`src/hdl/nts_pkg.sv`:
```
// ----------------------------------------------------------------------------
// nts_pkg: shared types and constants for the nearest timestamp search
// table depth, item layouts, probe result bundle and sequencer states
// ----------------------------------------------------------------------------
`default_nettype none

package nts_pkg;

  localparam int DEPTH  = 1024;
  localparam int ADDR_W = $clog2(DEPTH);
  localparam int CNT_W  = $clog2(DEPTH + 1);
  localparam int TS_W   = 32;
  localparam int POS_W  = 10;

  typedef enum logic [1:0] {
    OP_APPEND = 2'd0,
    OP_QUERY  = 2'd1,
    OP_CLEAR  = 2'd2,
    OP_NONE   = 2'd3
  } opcode_t;

  typedef struct packed {
    logic [1:0]      opcode;
    logic [TS_W-1:0] key;
  } req_t;

  typedef struct packed {
    logic [POS_W-1:0] position;
    logic [TS_W-1:0]  found_time;
    logic             exact;
    logic             empty_res;
    logic             rejected;
  } rsp_t;

  // outcome of comparing one probed entry against the key
  typedef struct packed {
    logic            closer;
    logic            equal;
    logic            below;
    logic [TS_W-1:0] gap;
  } probe_res_t;

  typedef enum logic [2:0] {
    S_IDLE,
    S_RD0,
    S_LD0,
    S_PROBE,
    S_CMP,
    S_DONE
  } state_t;

endpackage

`default_nettype wire

```
`src/hdl/nts_probe.sv`:
```
// ----------------------------------------------------------------------------
// nts_probe: shared compare unit of the search
// absolute distance of one entry to the key and its ordering against it
// ----------------------------------------------------------------------------
`default_nettype none

module nts_probe
  import nts_pkg::*;
(
  input  wire logic [TS_W-1:0] entry,
  input  wire logic [TS_W-1:0] key,
  input  wire logic [TS_W-1:0] best_gap,
  output probe_res_t           res
);

  always_comb begin
    res.below  = entry < key;
    res.equal  = entry == key;
    res.gap    = res.below ? (key - entry) : (entry - key);
    // strict compare, an earlier candidate keeps a tie
    res.closer = res.gap < best_gap;
  end

endmodule

`default_nettype wire

```
`config.mk`:
```
export PLATFORM = sky130hd
export DESIGN_NAME = nts_probe
export DESIGN_NICKNAME = d
export VERILOG_FILES = /design/src/hdl/nts_pkg.sv /design/src/hdl/nts_probe.sv
export SDC_FILE = /design/constraint.sdc
export NUM_CORES = 1
export LEC_CHECK = 0
export ABC_AREA = 1
export BUFFER_PORTS_ARGS = -buffer_cell sky130_fd_sc_hd__buf_2
export CORE_ASPECT_RATIO = 1.75
export CORE_UTILIZATION = 35
export DETAILED_ROUTE_END_ITERATION = 10
export PLACE_DENSITY = 0.66
export SYNTH_ARGS = -nofsm -noshare
export SYNTH_HDL_FRONTEND = slang
export SYNTH_SLANG_ARGS = --single-unit
```
`constraint.sdc`:
```
create_clock -name vclk -period 6.2
set_clock_uncertainty 0.15 [all_clocks]
set_input_delay 1.86 -clock vclk [all_inputs]
set_output_delay 1.86 -clock vclk [all_outputs]
set_load 0.01 [all_outputs]
```
==> metrics.yaml <==
power:
  p_leak_nw: 5.86
  max-vdd-ir-drop_mv: 0.0497
  combPwrFrac_pct: 100.0
  p_seq_share_pct: 0
  power.total_mw: 1.05
  p_int_mw: 0.475
  p_sw_mw: 0.579
  switching_share_pct: 54.9
  clkPwrFrac_pct: 0
  power_density_mw_per_mm2: 122
yosys:
  yosysSeqAreaShare_pct: 0
  synth_top_area_cell: "nand2_1"
  synth_top_family_by_area: "simple AND/OR/NAND/NOR gates"
  ys_types: 30
  synthCells: 1202
  yosysWarningCount: 0
  synthTopCellsByCount: "nand2_1, inv_1, ha_1"
  synth-simple-area-share_pct: 46.5
  post_synth_fa_ha_maj_area_fraction_pct: 20.6
  synthMuxAreaShare_pct: 0
  synth-xor-area-share_pct: 4.01
  syn_area_per_cell_um2: 4.91
  syn_nets: 1394
  syn-cell-area_mm2: 0.00590
  synth_compound_area_share_pct: 7.46
  yosysMostFrequentCell: "nand2_1"
  synth_area_leaders: "nand2_1, ha_1, inv_1"
  synth_top_area_share_pct: 33.2
detailed_routing:
  routed_wl_um: 23200
  ant_nets: 0
  drc: 0
  dr.pass1.iters: 5
  routedWlPerCell_um: 13.1
  vias: 8134
  drtIter0Drc: 322
  vias_per_cell: 4.58
placed_design:
  routabilityCongestion: 1.02
  hpwl_um: 21000
  place.port_buffers: 131
timing:
  tightest_slew_ns: 0.444
  layout_setup_ws_ns: -0.598
  fin_tns_setup_ns: -0.598
  finalCritPeriodShare_pct: 110
  slew_viol_final: 0
  finalSetupViolCount: 1
  rsz0062_at_grt: "true"
  hold_viol_final: 0
  fmax_mhz: 147
  relSlewSlack_pct: 70.2
  min_period_ns: 6.80
worst_setup_path:
  startpoint_type: "input pin"
  cp.arrival_ns: 4.79
  worstSetupPathType: "input pin to output port"
  cp-end-kind: "output port"
  crit_path_max_fanout: 9
  cp.required_ns: 4.19
floorplanning:
  initial_core_util_pct: 35.9
  core-area_mm2: 0.0164
  rows: 62
  die_x_um: 100
  die_y_um: 174
  die_area_mm2: 0.0174
  io_pins: 131
run_status:
  status: "finished with violations"
  violations: "setup timing"
finish:
  nets: 1745
  seq_area_um2: 0
  multi_input_area_mm2: 0.00472
  drive_above_1_share_pct: 25.9
  nFillCells: 1863
  diodes: 0
  seq_cell_count: 0
  area_delta_synth_final_pct: 46.2
  nClkBuffers: 0
grt:
  grt_util_met1_pct: 23.1
  met2_usage_pct: 55.3
  grt_start_max_net_pins: 26
  grt_pass1_vias: 8026
  grt.busiest_layer: "met2"
  antenna_found_initial: 0
  grt_first_pass_wirelength_um: 36400
  track_usage_pct: 26.7
  grt_remaining_overflow: 0
  grtUsageMet3_pct: 0.927
hold_path:
  worstHoldPathCells: 4
  min_path_type: "input pin to output port"
run:
  maxCapViolations: 0
[layout make-up]
class | instances | share of cell area (%)
inverter | 316 | 13.7
multi-input combinational | 877 | 54.7
tap | 224 | 3.25
timing repair buffer | 358 | 28.3
[final timing paths]
check / endpoint / slack, ns / from
setup / recovery: res[34] / -0.60 / entry[0]
hold / removal: res[0] / 4.08 / key[0]
[worst max-delay path: stages]
cell and delay [ns]:
buf_2 0.10, inv_1 0.05, ha_1 0.13, inv_1 0.07, fa_2 0.36, nand3_2 0.09
nand3_2 0.07, nand2_1 0.07, nand2_2 0.06, nand2_2 0.07, nand2_4 0.06, a21oi_4 0.20
buf_12 0.14, buf_16 0.13, nand2_1 0.06, nand2_1 0.08, inv_1 0.06, ha_1 0.29
a21oi_1 0.15, o21ai_0 0.11, a21oi_1 0.16, nand2_1 0.10, a21oi_2 0.15, buf_2 0.14
[metrics by stage]
step                      cells  setup slack, ns  utilization [%]  cell area [um2]  hold WS [ns]
after floorplan            1202           -0.256                -             5920          3.76
after global placement     1772           -0.540             51.7             8510          4.08
after detailed placement   1772           -0.577             51.7             8510          4.07
after CTS                  1775           -0.536             52.3             8600          4.08
after global routing       1775           -0.840             52.5             8630          4.09
final                      1775           -0.598             52.5             8630          4.08
[layer usage]
layer	share of wire, %	routed length [um]
met1	33	7670
met2	56	12900
met3	2.4	548
met4	9.0	2100
met5	0	0
[placed cells by master (no fill, tap or decap), types with 2 or more instances in the layout]
cell type    n
ha_1        92
nor4_1       2
xor2_1      22
a21o_1       4
nand2_4      2
inv_1      311
o21ai_0      8
nor3_1       4
nand3b_1     4
nand2_1    519
buf_12       5
nor2_2       8
buf_2      131
a21oi_2      3
buf_4      221
ha_4         2
xnor2_1      4
o211ai_1     2
nand2_2     15
o21bai_1     3
nand3_2      2
nor2_1      43
a21oi_1     57
nand3_1     51
nor2_4       3
inv_2        5
nand4_1     18
[logic make-up after synthesis]
group	count (synthesis)
compound gates	81
xor+xnor	27
fa+ha+maj	96
buf+inv	325
simple gates	673
[power by group through the flow]
stage                     clock, mW  sequential [mW]  combinational [mW]
after floorplan                   0                0               0.534
after global placement            0                0                1.02
after detailed placement          0                0                1.02
after CTS                         0                0                1.05
after global routing              0                0                1.17
final                             0                0                1.05
[timing repair]
action / CTS / global route
pin swaps: 3 / 1
cloned: 1 / 0
resized for setup: 9 / 6
endpoints found under the setup margin: 1 / 3
buffers inserted: 2 / 0
hold buffers: 0 / 0
No activity file was read; power rests on OpenSTA's default activity.
